<file path="src/sv/kl_pkg.sv">
`timescale 1ns / 1ps

package kl_pkg;

    // Field widths of the token stream, keyword table sizes and queue depth.
    localparam int LINE_BITS       = 20;
    localparam int COLUMN_BITS     = 16;
    localparam int KEYWORD_MAX_LEN = 16;
    localparam int NUM_KEYWORDS    = 24;
    localparam int QUEUE_DEPTH     = 4;

    localparam logic [LINE_BITS-1:0]   LINE_MAX   = {LINE_BITS{1'b1}};
    localparam logic [COLUMN_BITS-1:0] COLUMN_MAX = {COLUMN_BITS{1'b1}};

    // Token kinds.
    localparam logic [5:0] K_NEWLINE = 6'd0;
    localparam logic [5:0] K_STRING  = 6'd1;
    localparam logic [5:0] K_NUMBER  = 6'd2;
    localparam logic [5:0] K_LPAREN  = 6'd3;
    localparam logic [5:0] K_RPAREN  = 6'd4;
    localparam logic [5:0] K_COMMA   = 6'd5;
    localparam logic [5:0] K_COLON   = 6'd6;
    localparam logic [5:0] K_IDENT   = 6'd7;
    localparam logic [5:0] K_ERROR   = 6'd8;
    localparam logic [5:0] K_END     = 6'd9;
    localparam logic [5:0] K_KW0     = 6'd10;

    // Characters with a meaning of their own.
    localparam logic [7:0] CH_LF        = 8'h0A;
    localparam logic [7:0] CH_TAB       = 8'h09;
    localparam logic [7:0] CH_CR        = 8'h0D;
    localparam logic [7:0] CH_SPACE     = 8'h20;
    localparam logic [7:0] CH_QUOTE     = 8'h22;
    localparam logic [7:0] CH_HASH      = 8'h23;
    localparam logic [7:0] CH_LPAREN    = 8'h28;
    localparam logic [7:0] CH_RPAREN    = 8'h29;
    localparam logic [7:0] CH_COMMA     = 8'h2C;
    localparam logic [7:0] CH_COLON     = 8'h3A;
    localparam logic [7:0] CH_BACKSLASH = 8'h5C;
    localparam logic [7:0] CH_UNDERSCORE = 8'h5F;
    localparam logic [7:0] CH_N         = 8'h6E;
    localparam logic [7:0] CH_T         = 8'h74;

    // Lexer modes, one-hot.
    typedef enum logic [5:0] {
        MODE_IDLE    = 6'b000001,
        MODE_NUM     = 6'b000010,
        MODE_WORD    = 6'b000100,
        MODE_STR     = 6'b001000,
        MODE_ESC     = 6'b010000,
        MODE_COMMENT = 6'b100000
    } lex_mode_t;

    typedef struct packed {
        logic [7:0] ch;
        logic       is_end;
    } lex_in_t;

    typedef struct packed {
        logic                   is_record;
        logic [5:0]             kind;
        logic [7:0]             text_byte;
        logic [LINE_BITS-1:0]   line;
        logic [COLUMN_BITS-1:0] column;
        logic                   last_of_run;
    } lex_out_t;

    // All results caused by one source byte, oldest in slot 0.
    typedef struct packed {
        lex_out_t [3:0] res;
        logic [2:0]     count;
    } bundle_t;

    // Keyword spellings, right-justified.
    function automatic logic [8*KEYWORD_MAX_LEN-1:0] kw_word(input logic [4:0] k);
        logic [8*KEYWORD_MAX_LEN-1:0] w;
        w = '0;
        case (k)
            5'd0:  w = "let";
            5'd1:  w = "be";
            5'd2:  w = "add";
            5'd3:  w = "subtract";
            5'd4:  w = "multiply";
            5'd5:  w = "divide";
            5'd6:  w = "equals";
            5'd7:  w = {"not_", "equals"};
            5'd8:  w = {"less_", "than"};
            5'd9:  w = {"greater_", "than"};
            5'd10: w = {"less_or_", "equal"};
            5'd11: w = {"greater_or_", "equal"};
            5'd12: w = "and";
            5'd13: w = "or";
            5'd14: w = "not";
            5'd15: w = "if";
            5'd16: w = "then";
            5'd17: w = "else";
            5'd18: w = "end";
            5'd19: w = "while";
            5'd20: w = "begin";
            5'd21: w = "say";
            5'd22: w = "func";
            5'd23: w = "return";
            default: w = '0;
        endcase
        return w;
    endfunction

    function automatic logic [4:0] kw_len(input logic [4:0] k);
        logic [4:0] n;
        n = 5'd0;
        case (k)
            5'd0, 5'd2, 5'd12, 5'd14, 5'd18, 5'd21: n = 5'd3;
            5'd1, 5'd13, 5'd15:                     n = 5'd2;
            5'd3, 5'd4:                             n = 5'd8;
            5'd5, 5'd6, 5'd23:                      n = 5'd6;
            5'd7:                                   n = 5'd10;
            5'd8:                                   n = 5'd9;
            5'd9:                                   n = 5'd12;
            5'd10:                                  n = 5'd13;
            5'd11:                                  n = 5'd16;
            5'd16, 5'd17, 5'd22:                    n = 5'd4;
            5'd19, 5'd20:                           n = 5'd5;
            default:                                n = 5'd0;
        endcase
        return n;
    endfunction

endpackage

</file>
<file path="src/sv/keyword_lexer.sv">
`timescale 1ns / 1ps
// Streaming tokenizer for a small keyword language.
// Input channel: source bytes (item.ch) with item.is_end on the final byte
// of a text; a transfer happens when push is high and full is low.
// Result channel: the oldest result sits on result while empty is low and is
// taken when pop is high. Each token gives its lexeme bytes (string bytes
// decoded) followed by a record carrying kind, start line and start column;
// result.last_of_run marks the final result caused by one input byte.
// Results pass through the queue and then an output register. The front lexer
// takes one byte per cycle while full is low and hands all its results
// (up to four) as one bundle to a queue of QUEUE_DEPTH bundles; the back
// end emits one result per cycle while pop is high, so bytes that make at
// most one result stream at one per cycle and bursts of up to four results
// drain from the queue. Bytes that make no result (spaces, comments) never
// enter the queue. When the receiver stalls, the result stays put and the
// queue fills; full rises once it holds QUEUE_DEPTH bundles.
// Reset clears the lexer to line 1, column 1, idle, and empties the queue.
// After the end record of a text the lexer returns to that same state.
module keyword_lexer #(
    parameter int QUEUE_DEPTH = kl_pkg::QUEUE_DEPTH
) (
    input  logic             clk,
    input  logic             rst_n,
    input  logic             push,
    output logic             full,
    input  kl_pkg::lex_in_t  item,
    output logic             empty,
    input  logic             pop,
    output kl_pkg::lex_out_t result
);

    logic            q_write;
    logic            q_full;
    logic            q_valid;
    logic            q_pop;
    kl_pkg::bundle_t q_wdata;
    kl_pkg::bundle_t q_rdata;

    kl_front u_front (
        .clk     (clk),
        .rst_n   (rst_n),
        .push    (push),
        .q_full  (q_full),
        .item    (item),
        .q_write (q_write),
        .q_data  (q_wdata)
    );

    kl_queue #(
        .DEPTH (QUEUE_DEPTH)
    ) u_queue (
        .clk     (clk),
        .rst_n   (rst_n),
        .wr      (q_write),
        .wr_data (q_wdata),
        .full    (q_full),
        .rd      (q_pop),
        .valid   (q_valid),
        .rd_data (q_rdata)
    );

    kl_back u_back (
        .clk     (clk),
        .rst_n   (rst_n),
        .q_valid (q_valid),
        .q_data  (q_rdata),
        .q_pop   (q_pop),
        .empty   (empty),
        .pop     (pop),
        .result  (result)
    );

    assign full = q_full;

endmodule

</file>
<file path="src/sv/kl_front.sv">
`timescale 1ns / 1ps

module kl_front (
    input  logic             clk,
    input  logic             rst_n,
    input  logic             push,
    input  logic             q_full,
    input  kl_pkg::lex_in_t  item,
    output logic             q_write,
    output kl_pkg::bundle_t  q_data
);

    localparam int LB = kl_pkg::LINE_BITS;
    localparam int CB = kl_pkg::COLUMN_BITS;

    kl_pkg::lex_mode_t mode_reg, mode_next;
    logic [LB-1:0] line_reg, line_next;
    logic [CB-1:0] col_reg, col_next;
    logic [CB-1:0] scol_reg, scol_next;
    logic [15:0]   slen_reg, slen_next;
    logic [4:0]    wlen_reg, wlen_next;
    logic [kl_pkg::NUM_KEYWORDS-1:0] cand_reg, cand_next;
    kl_pkg::lex_out_t [3:0] res;
    logic [2:0]    n_res;
    logic          accept;

    function automatic logic [CB-1:0] col_inc(input logic [CB-1:0] c);
        return (c == kl_pkg::COLUMN_MAX) ? c : c + {{(CB-1){1'b0}}, 1'b1};
    endfunction

    function automatic logic is_digit(input logic [7:0] c);
        return (c >= 8'h30) && (c <= 8'h39);
    endfunction

    function automatic logic is_alpha(input logic [7:0] c);
        return ((c >= 8'h61) && (c <= 8'h7A)) || ((c >= 8'h41) && (c <= 8'h5A));
    endfunction

    function automatic kl_pkg::lex_out_t mk(input logic rec, input logic [5:0] kind,
                                            input logic [7:0] b, input logic [LB-1:0] ln,
                                            input logic [CB-1:0] cl);
        kl_pkg::lex_out_t r;
        r.is_record   = rec;
        r.kind        = kind;
        r.text_byte   = b;
        r.line        = ln;
        r.column      = cl;
        r.last_of_run = 1'b0;
        return r;
    endfunction

    // Drop every keyword that no longer matches at position p.
    function automatic logic [kl_pkg::NUM_KEYWORDS-1:0] cand_step(
        input logic [kl_pkg::NUM_KEYWORDS-1:0] cand, input logic [4:0] p,
        input logic [7:0] c);
        logic [kl_pkg::NUM_KEYWORDS-1:0] r;
        logic [4:0] len;
        logic [4:0] idx;
        logic [8*kl_pkg::KEYWORD_MAX_LEN-1:0] w;
        r = cand;
        for (int k = 0; k < kl_pkg::NUM_KEYWORDS; k++)
        begin
            len = kl_pkg::kw_len(5'(k));
            w   = kl_pkg::kw_word(5'(k));
            idx = 5'(len - 5'd1 - p);
            if (!((p < len) && (w[idx[3:0]*8 +: 8] == c)))
            begin
                r[k] = 1'b0;
            end
        end
        return r;
    endfunction

    // First surviving keyword of the full length, else a plain identifier.
    function automatic logic [5:0] word_kind(
        input logic [kl_pkg::NUM_KEYWORDS-1:0] cand, input logic [4:0] wl);
        logic [5:0] kind;
        kind = kl_pkg::K_IDENT;
        for (int k = kl_pkg::NUM_KEYWORDS - 1; k >= 0; k--)
        begin
            if (cand[k] && (kl_pkg::kw_len(5'(k)) == wl))
            begin
                kind = kl_pkg::K_KW0 + 6'(k);
            end
        end
        return kind;
    endfunction

    assign accept = push && !q_full;

    // Classify one byte and collect the results it causes.
    always_comb
    begin : classify
        logic       done;
        logic       fin;
        logic [7:0] c;
        logic [17:0] sum;
        logic [5:0]  single_kind;
        logic        is_single;
        done        = 1'b0;
        fin         = item.is_end;
        c           = item.ch;
        sum         = '0;
        single_kind = kl_pkg::K_ERROR;
        is_single   = 1'b0;
        mode_next = mode_reg;
        line_next = line_reg;
        col_next  = col_reg;
        scol_next = scol_reg;
        slen_next = slen_reg;
        wlen_next = wlen_reg;
        cand_next = cand_reg;
        res       = '0;
        n_res     = 3'd0;

        // Continue the token in progress.
        unique case (mode_reg)
            kl_pkg::MODE_NUM:
            begin
                if (is_digit(c))
                begin
                    res[n_res[1:0]] = mk(1'b0, kl_pkg::K_NUMBER, c, line_next, scol_next);
                    n_res = n_res + 3'd1;
                    col_next = col_inc(col_next);
                    done = 1'b1;
                end
                else
                begin
                    res[n_res[1:0]] = mk(1'b1, kl_pkg::K_NUMBER, 8'h00, line_next, scol_next);
                    n_res = n_res + 3'd1;
                    mode_next = kl_pkg::MODE_IDLE;
                end
            end
            kl_pkg::MODE_WORD:
            begin
                if (is_alpha(c) || is_digit(c) || (c == kl_pkg::CH_UNDERSCORE))
                begin
                    cand_next = cand_step(cand_next, wlen_next, c);
                    if (wlen_next != 5'd31)
                    begin
                        wlen_next = wlen_next + 5'd1;
                    end
                    res[n_res[1:0]] = mk(1'b0, kl_pkg::K_IDENT, c, line_next, scol_next);
                    n_res = n_res + 3'd1;
                    col_next = col_inc(col_next);
                    done = 1'b1;
                end
                else
                begin
                    res[n_res[1:0]] = mk(1'b1, word_kind(cand_next, wlen_next), 8'h00,
                                         line_next, scol_next);
                    n_res = n_res + 3'd1;
                    mode_next = kl_pkg::MODE_IDLE;
                end
            end
            kl_pkg::MODE_COMMENT:
            begin
                if (c == kl_pkg::CH_LF)
                begin
                    mode_next = kl_pkg::MODE_IDLE;
                end
                else
                begin
                    col_next = col_inc(col_next);
                    done = 1'b1;
                end
            end
            kl_pkg::MODE_STR:
            begin
                done = 1'b1;
                if (c == kl_pkg::CH_QUOTE)
                begin
                    sum = 18'(scol_next) + 18'(slen_next) + 18'd2;
                    col_next = (sum > 18'(kl_pkg::COLUMN_MAX)) ? kl_pkg::COLUMN_MAX
                                                               : CB'(sum);
                    res[n_res[1:0]] = mk(1'b1, kl_pkg::K_STRING, 8'h00, line_next, scol_next);
                    n_res = n_res + 3'd1;
                    mode_next = kl_pkg::MODE_IDLE;
                end
                else if ((c == kl_pkg::CH_BACKSLASH) && !fin)
                begin
                    mode_next = kl_pkg::MODE_ESC;
                end
                else
                begin
                    res[n_res[1:0]] = mk(1'b0, kl_pkg::K_STRING, c, line_next, scol_next);
                    n_res = n_res + 3'd1;
                    if (slen_next != 16'hFFFF)
                    begin
                        slen_next = slen_next + 16'd1;
                    end
                end
            end
            kl_pkg::MODE_ESC:
            begin
                done = 1'b1;
                mode_next = kl_pkg::MODE_STR;
                if ((c == kl_pkg::CH_N) || (c == kl_pkg::CH_T) || (c == kl_pkg::CH_QUOTE)
                    || (c == kl_pkg::CH_BACKSLASH))
                begin
                    res[n_res[1:0]] = mk(1'b0, kl_pkg::K_STRING,
                                         (c == kl_pkg::CH_N) ? kl_pkg::CH_LF :
                                         (c == kl_pkg::CH_T) ? kl_pkg::CH_TAB : c,
                                         line_next, scol_next);
                    n_res = n_res + 3'd1;
                    if (slen_next != 16'hFFFF)
                    begin
                        slen_next = slen_next + 16'd1;
                    end
                end
                else
                begin
                    // Unknown escape keeps both the backslash and the byte.
                    res[n_res[1:0]] = mk(1'b0, kl_pkg::K_STRING, kl_pkg::CH_BACKSLASH,
                                         line_next, scol_next);
                    n_res = n_res + 3'd1;
                    if (slen_next != 16'hFFFF)
                    begin
                        slen_next = slen_next + 16'd1;
                    end
                    res[n_res[1:0]] = mk(1'b0, kl_pkg::K_STRING, c, line_next, scol_next);
                    n_res = n_res + 3'd1;
                    if (slen_next != 16'hFFFF)
                    begin
                        slen_next = slen_next + 16'd1;
                    end
                end
            end
            kl_pkg::MODE_IDLE:
            begin
                mode_next = kl_pkg::MODE_IDLE;
            end
            default:
            begin
                mode_next = kl_pkg::MODE_IDLE;
            end
        endcase

        // Start a new token from an idle position.
        if (!done)
        begin
            if (c == kl_pkg::CH_LPAREN)
            begin
                is_single = 1'b1;
                single_kind = kl_pkg::K_LPAREN;
            end
            else if (c == kl_pkg::CH_RPAREN)
            begin
                is_single = 1'b1;
                single_kind = kl_pkg::K_RPAREN;
            end
            else if (c == kl_pkg::CH_COMMA)
            begin
                is_single = 1'b1;
                single_kind = kl_pkg::K_COMMA;
            end
            else if (c == kl_pkg::CH_COLON)
            begin
                is_single = 1'b1;
                single_kind = kl_pkg::K_COLON;
            end

            if (c == kl_pkg::CH_LF)
            begin
                res[n_res[1:0]] = mk(1'b0, kl_pkg::K_NEWLINE, kl_pkg::CH_LF,
                                     line_next, col_next);
                n_res = n_res + 3'd1;
                res[n_res[1:0]] = mk(1'b1, kl_pkg::K_NEWLINE, 8'h00, line_next, col_next);
                n_res = n_res + 3'd1;
                if (line_next != kl_pkg::LINE_MAX)
                begin
                    line_next = line_next + {{(LB-1){1'b0}}, 1'b1};
                end
                col_next = {{(CB-1){1'b0}}, 1'b1};
            end
            else if ((c == kl_pkg::CH_SPACE) || ((c >= kl_pkg::CH_TAB) && (c <= kl_pkg::CH_CR)))
            begin
                col_next = col_inc(col_next);
            end
            else if (c == kl_pkg::CH_HASH)
            begin
                mode_next = kl_pkg::MODE_COMMENT;
                col_next = col_inc(col_next);
            end
            else if (c == kl_pkg::CH_QUOTE)
            begin
                mode_next = kl_pkg::MODE_STR;
                scol_next = col_next;
                slen_next = 16'd0;
            end
            else if (is_digit(c))
            begin
                mode_next = kl_pkg::MODE_NUM;
                scol_next = col_next;
                res[n_res[1:0]] = mk(1'b0, kl_pkg::K_NUMBER, c, line_next, col_next);
                n_res = n_res + 3'd1;
                col_next = col_inc(col_next);
            end
            else if (is_alpha(c) || (c == kl_pkg::CH_UNDERSCORE))
            begin
                mode_next = kl_pkg::MODE_WORD;
                scol_next = col_next;
                cand_next = cand_step({kl_pkg::NUM_KEYWORDS{1'b1}}, 5'd0, c);
                wlen_next = 5'd1;
                res[n_res[1:0]] = mk(1'b0, kl_pkg::K_IDENT, c, line_next, col_next);
                n_res = n_res + 3'd1;
                col_next = col_inc(col_next);
            end
            else
            begin
                // Punctuation, or an error token for any other byte.
                res[n_res[1:0]] = mk(1'b0, is_single ? single_kind : kl_pkg::K_ERROR, c,
                                     line_next, col_next);
                n_res = n_res + 3'd1;
                res[n_res[1:0]] = mk(1'b1, is_single ? single_kind : kl_pkg::K_ERROR,
                                     8'h00, line_next, col_next);
                n_res = n_res + 3'd1;
                col_next = col_inc(col_next);
            end
        end

        // Close the open token at the end of the text and reset.
        if (fin)
        begin
            if (mode_next == kl_pkg::MODE_NUM)
            begin
                res[n_res[1:0]] = mk(1'b1, kl_pkg::K_NUMBER, 8'h00, line_next, scol_next);
                n_res = n_res + 3'd1;
            end
            else if (mode_next == kl_pkg::MODE_WORD)
            begin
                res[n_res[1:0]] = mk(1'b1, word_kind(cand_next, wlen_next), 8'h00,
                                     line_next, scol_next);
                n_res = n_res + 3'd1;
            end
            else if ((mode_next == kl_pkg::MODE_STR) || (mode_next == kl_pkg::MODE_ESC))
            begin
                sum = 18'(scol_next) + 18'(slen_next) + 18'd2;
                col_next = (sum > 18'(kl_pkg::COLUMN_MAX)) ? kl_pkg::COLUMN_MAX : CB'(sum);
                res[n_res[1:0]] = mk(1'b1, kl_pkg::K_STRING, 8'h00, line_next, scol_next);
                n_res = n_res + 3'd1;
            end
            res[n_res[1:0]] = mk(1'b1, kl_pkg::K_END, 8'h00, line_next, col_next);
            n_res = n_res + 3'd1;
            mode_next = kl_pkg::MODE_IDLE;
            line_next = {{(LB-1){1'b0}}, 1'b1};
            col_next  = {{(CB-1){1'b0}}, 1'b1};
            scol_next = {{(CB-1){1'b0}}, 1'b1};
            slen_next = 16'd0;
            wlen_next = 5'd0;
            cand_next = {kl_pkg::NUM_KEYWORDS{1'b1}};
        end

        if (n_res != 3'd0)
        begin
            res[2'(n_res - 3'd1)].last_of_run = 1'b1;
        end
    end

    assign q_write      = accept && (n_res != 3'd0);
    assign q_data.res   = res;
    assign q_data.count = n_res;

    // Lexer state advances once per accepted byte.
    always_ff @(posedge clk or negedge rst_n)
    begin
        if (!rst_n)
        begin
            mode_reg <= kl_pkg::MODE_IDLE;
            line_reg <= {{(LB-1){1'b0}}, 1'b1};
            col_reg  <= {{(CB-1){1'b0}}, 1'b1};
            scol_reg <= {{(CB-1){1'b0}}, 1'b1};
            slen_reg <= 16'd0;
            wlen_reg <= 5'd0;
            cand_reg <= {kl_pkg::NUM_KEYWORDS{1'b1}};
        end
        else if (accept)
        begin
            mode_reg <= mode_next;
            line_reg <= line_next;
            col_reg  <= col_next;
            scol_reg <= scol_next;
            slen_reg <= slen_next;
            wlen_reg <= wlen_next;
            cand_reg <= cand_next;
        end
    end

    // A written bundle holds one to four results, the last one flagged.
    a_count_range: assert property (@(posedge clk) disable iff (!rst_n)
        q_write |-> (q_data.count != 3'd0) && (q_data.count <= 3'd4))
        else $error("bundle count out of range");
    a_last_flag: assert property (@(posedge clk) disable iff (!rst_n)
        q_write |-> q_data.res[2'(q_data.count - 3'd1)].last_of_run)
        else $error("last result of a bundle not flagged");
    a_end_resets: assert property (@(posedge clk) disable iff (!rst_n)
        (accept && item.is_end) |=> (mode_reg == kl_pkg::MODE_IDLE) && (col_reg == 1))
        else $error("state not reset after end of text");

endmodule

</file>
<file path="src/sv/kl_queue.sv">
`timescale 1ns / 1ps

module kl_queue #(
    parameter int DEPTH = kl_pkg::QUEUE_DEPTH
) (
    input  logic            clk,
    input  logic            rst_n,
    input  logic            wr,
    input  kl_pkg::bundle_t wr_data,
    output logic            full,
    input  logic            rd,
    output logic            valid,
    output kl_pkg::bundle_t rd_data
);

    localparam int PW = (DEPTH > 1) ? $clog2(DEPTH) : 1;
    localparam int CW = $clog2(DEPTH + 1);

    kl_pkg::bundle_t mem [DEPTH];
    logic [PW-1:0] wp_reg, wp_next;
    logic [PW-1:0] rp_reg, rp_next;
    logic [CW-1:0] cnt_reg, cnt_next;
    logic do_wr, do_rd;

    assign full    = (cnt_reg == CW'(DEPTH));
    assign valid   = (cnt_reg != '0);
    assign rd_data = mem[rp_reg];
    assign do_wr   = wr && !full;
    assign do_rd   = rd && valid;

    // Pointer and fill count bookkeeping.
    always_comb
    begin
        wp_next  = do_wr ? ((wp_reg == PW'(DEPTH - 1)) ? '0 : wp_reg + 1'b1) : wp_reg;
        rp_next  = do_rd ? ((rp_reg == PW'(DEPTH - 1)) ? '0 : rp_reg + 1'b1) : rp_reg;
        cnt_next = cnt_reg + CW'(do_wr) - CW'(do_rd);
    end

    always_ff @(posedge clk or negedge rst_n)
    begin
        if (!rst_n)
        begin
            wp_reg  <= '0;
            rp_reg  <= '0;
            cnt_reg <= '0;
        end
        else
        begin
            wp_reg  <= wp_next;
            rp_reg  <= rp_next;
            cnt_reg <= cnt_next;
        end
    end

    // Storage holds payload only.
    always_ff @(posedge clk)
    begin
        if (do_wr)
        begin
            mem[wp_reg] <= wr_data;
        end
    end

endmodule

</file>
<file path="src/sv/kl_back.sv">
`timescale 1ns / 1ps

module kl_back (
    input  logic              clk,
    input  logic              rst_n,
    input  logic              q_valid,
    input  kl_pkg::bundle_t   q_data,
    output logic              q_pop,
    output logic              empty,
    input  logic              pop,
    output kl_pkg::lex_out_t  result
);

    logic [1:0]       idx_reg, idx_next;
    logic             ov_reg, ov_next;
    kl_pkg::lex_out_t out_reg, out_next;
    logic             load;
    logic             last;

    assign load = q_valid && (!ov_reg || pop);
    assign last = (3'(idx_reg) + 3'd1) >= q_data.count;

    // Walk the head bundle one result per transfer.
    always_comb
    begin
        q_pop    = 1'b0;
        idx_next = idx_reg;
        out_next = out_reg;
        ov_next  = ov_reg && !pop;
        if (load)
        begin
            out_next = q_data.res[idx_reg];
            ov_next  = 1'b1;
            if (last)
            begin
                q_pop    = 1'b1;
                idx_next = 2'd0;
            end
            else
            begin
                idx_next = idx_reg + 2'd1;
            end
        end
    end

    always_ff @(posedge clk or negedge rst_n)
    begin
        if (!rst_n)
        begin
            idx_reg <= 2'd0;
            ov_reg  <= 1'b0;
        end
        else
        begin
            idx_reg <= idx_next;
            ov_reg  <= ov_next;
        end
    end

    always_ff @(posedge clk)
    begin
        out_reg <= out_next;
    end

    assign empty  = !ov_reg;
    assign result = out_reg;

    // The slot index always points inside the head bundle.
    a_idx_in_range: assert property (@(posedge clk) disable iff (!rst_n)
        q_valid |-> (3'(idx_reg) < q_data.count))
        else $error("result index beyond bundle");
    a_pop_on_last: assert property (@(posedge clk) disable iff (!rst_n)
        q_pop |-> load && out_next.last_of_run)
        else $error("bundle released before its last result");
    a_hold_on_stall: assert property (@(posedge clk) disable iff (!rst_n)
        (ov_reg && !pop) |=> !empty && $stable(result))
        else $error("waiting result changed");

endmodule

</file>
<file path="config.mk">
export PLATFORM = sky130hd
export DESIGN_NAME = keyword_lexer
export DESIGN_NICKNAME = d
export VERILOG_FILES = /design/src/sv/kl_pkg.sv /design/src/sv/keyword_lexer.sv /design/src/sv/kl_front.sv /design/src/sv/kl_queue.sv /design/src/sv/kl_back.sv
export SDC_FILE = /design/constraint.sdc
export NUM_CORES = 2
export LEC_CHECK = 0
export BUFFER_PORTS_ARGS = -buffer_cell sky130_fd_sc_hd__buf_2
export CAP_MARGIN = 30
export CORE_UTILIZATION = 50
export CTS_CLUSTER_DIAMETER = 200
export DETAILED_ROUTE_END_ITERATION = 10
export PLACE_DENSITY = 0.66
export SLEW_MARGIN = 20
export SYNTH_ARGS = -nofsm -noshare
export SYNTH_HDL_FRONTEND = slang
export SYNTH_SLANG_ARGS = --single-unit
</file>
<file path="constraint.sdc">
create_clock -name clk -period 11.5 [get_ports clk]
set_input_delay 1.15 -clock clk [delete_from_list [all_inputs] [get_ports clk]]
set_output_delay 1.15 -clock clk [all_outputs]
set_load 0.01 [all_outputs]
</file>
==> impl_metrics.yaml <==
synthesis:
  ys_ff_latch: 1009
  yosys-top-cells-area: "edfxtp_1, mux4_2, dfrtp_1"
  ys.flop_type: "edfxtp_1"
  avgSynthCellArea_um2: 12.3
  synth_nets: 4557
  synth-edff-count: 896
  netlist_instances: 4446
  ys_types: 118
  ys_seq_area_share_pct: 54.6
  synth_top_area_cell: "edfxtp_1"
  yosysTopAreaCellShare_pct: 49.3
  synthArstFlopShare_pct: 11.2
  yosys_warnings: 0
  netlist_area_mm2: 0.0546
floorplanning:
  coreArea_mm2: 0.108
  die_w_um: 332
  ios: 67
  rows: 120
  start_util_pct: 50.7
  die_h_um: 332
  dieArea_mm2: 0.110
timing:
  tns_ps: 0
  tightestPinTransition_ps: 1070
  hold_slack_ps: 493
  slew_violations: 0
  grt_setup_unrepaired: "no"
  max_freq_ghz: 0.105
  relSlewSlack_pct: 28.3
  period_share_pct: 82.6
  finClkSkew_ps: 43.7
  finalHoldViolCount: 0
  layout_min_cycle_time_ps: 9500
  finalSetupViolations: 0
final_layout:
  regArea_mm2: 0.0298
  mostFrequentLayoutCells: "edfxtp_1, nand2_1, o21ai_0"
  drive_gt1_share_pct: 16.3
  largest_register_ffs: 844
  instances_no_fill: 5895
  nets: 4511
  syn2layout_area_growth_pct: 9.52
  layout_commonest_cell: "edfxtp_1"
  multiInputGateArea_mm2: 0.0233
  fillers: 8731
setup_path:
  worst-endpoint-required_ps: 11860
  worstPathArrival_ps: 9860
  worst-path-max-fanout: 42
  r2r_slack_ps: 2260
  setup.worst_path.end_class: "flip-flop"
  slowest_stage: "buf_2"
  critPathMostFrequentCell: "a21oi_1"
  critPathKind: "input pin to flip-flop"
  crit_family: "compound AO/OA/AOI/OAI gates"
  startpoint_type: "input pin"
  max_stage_delay_ps: 670
  crit_buf_inv: 5
outcome:
  outcome: "completed"
grt:
  antenna_found_initial: 3
  grt_pass1_vias: 37900
  grt_pass1_wl_um: 251000
  grt_max_degree: 83
  grt_overflow: 0
  track_usage_pct: 30.1
pwr:
  power_density_mw_per_mm2: 211
  max-vdd-ir-drop_mv: 0.147
  leakagePower_uw: 0.0204
placed_design:
  post-dp-hpwl_um: 116000
  dp_cells: 5695
  io_buffers: 66
  gp_congestion: 0.991
cts:
  cts.sinks: 1009
  cts_root_buf: "clkbuf_16"
  cts_max_level: 3
  cts_setup_buffers: 0
  cts_resized: 0
  cts_tree: "built"
  cts_hold_buf: 0
  clk_pin_slew_ps: 60
  clk_latency_ps: 710
  cts_made_buffers: 103
  cts_buffer_depth: 3
drt:
  drc_errors: 0
  drt_iter0_drc: 5144
  firstDrtPassIters: 9
  via_per_inst: 6.82
  vias: 40200
  ant_nets: 0
  finalWirelength_um: 169000
  wl_per_cell_um: 28.7
flow_run:
  drv_cap: 0
hold_path:
  hp-class: "input pin to asynchronous set/reset pin"
-- cells in the mapped netlist (46+ instances only) --
library cell  count
xnor2_1          90
nand2_1         367
ha_1             95
nor3_1           94
nand3_1         142
inv_1            86
and3_1           52
xor2_1           47
nand2b_1         47
mux4_2          263
clkbuf_1        247
a31oi_1          70
o31ai_1          50
a22oi_1          63
nor2_1          309
a21oi_1         219
o21ai_0         321
buf_1            46
edfxtp_1        896
dfrtp_1          85
-- metal layers --
| layer | share of wire, % | GRT usage [%] | vias up |
|---|---|---|---|
| met2 | 46 | 46.9 | 2302 |
| met5 | 0.030 | 0 | - |
| met4 | 4.5 | 12.5 | 2 |
| li1 | - | - | 17400 |
| met3 | 9.4 | 5.15 | 424 |
| met1 | 40 | 42.0 | 20100 |
-- worst reg2reg max path: cells and delay by family, from the launching register on --
| family | cells | cell delay [ps] |
|---|---|---|
| AO/OA/AOI/OAI | 9 | 2570 |
| XOR/XNOR | 1 | 190 |
| multiplexers | 1 | 180 |
| AND/OR/NAND/NOR | 13 | 3990 |
| buffers and inverters | 2 | 430 |
| flip-flops | 1 | 630 |
| adder cells (fa/ha/maj) | 3 | 920 |
-- where the power goes --
group          leakage [µW]  switching (µW)  internal [µW]
registers           0.00994             351           4890
logic               0.00891            2460           1710
clock network       0.00158            1460           1760
total                0.0204            4270           8360
-- logic make-up after synthesis --
family                     after synthesis  share of synthesized area, %
and+or+nand+nor                       1288                          11.6
AOI/OAI and AO/OA                     1203                          14.8
DFF                                   1009                          54.6
buffers and inverters                  410                          2.92
muxes                                  299                          11.5
xor gates and xnor gates               138                          2.23
adders and majority gates               99                          2.31
-- worst paths after layout --
kind / cells past startpoint / endpoint / start
setup / recovery: 28 / u_queue.mem[0][167] / item[4]
max in group asynchronous: 2 / u_queue.rp_reg[1] / rst_n
hold / removal: 1 / u_front.slen_reg[6] / rst_n
hold reg to reg: 2 / u_front.cand_reg[11] / u_front.cand_reg[11]
setup reg to reg: 29 / u_queue.mem[0][167] / u_front.slen_reg[1]
min in group clk: 2 / u_front.cand_reg[11] / u_front.cand_reg[11]
-- per-stage QoR --
stage	setup WS (ps)	utilization, %	instance area (µm²)	power [µW]
final	2000	55.5	59800	12600
after global routing	1350	55.5	59800	13100
after CTS	2250	55.5	59700	12700
after detailed placement	1570	52.4	56500	9450
after global placement	1900	52.4	56400	9400
after floorplan	502	-	54600	8170
-- area by class of cell --
cell class	count	area share, %
Inverter	89	0.561
Clock inverter	76	0.965
Sequential cell	1009	49.8
Antenna cell	1	0.00419
Tap cell	1403	2.94
Clock buffer	120	4.46
Multi-Input combinational cell	3027	39.0
Timing Repair Buffer	170	2.21
(Power assumes the default switching activity.)
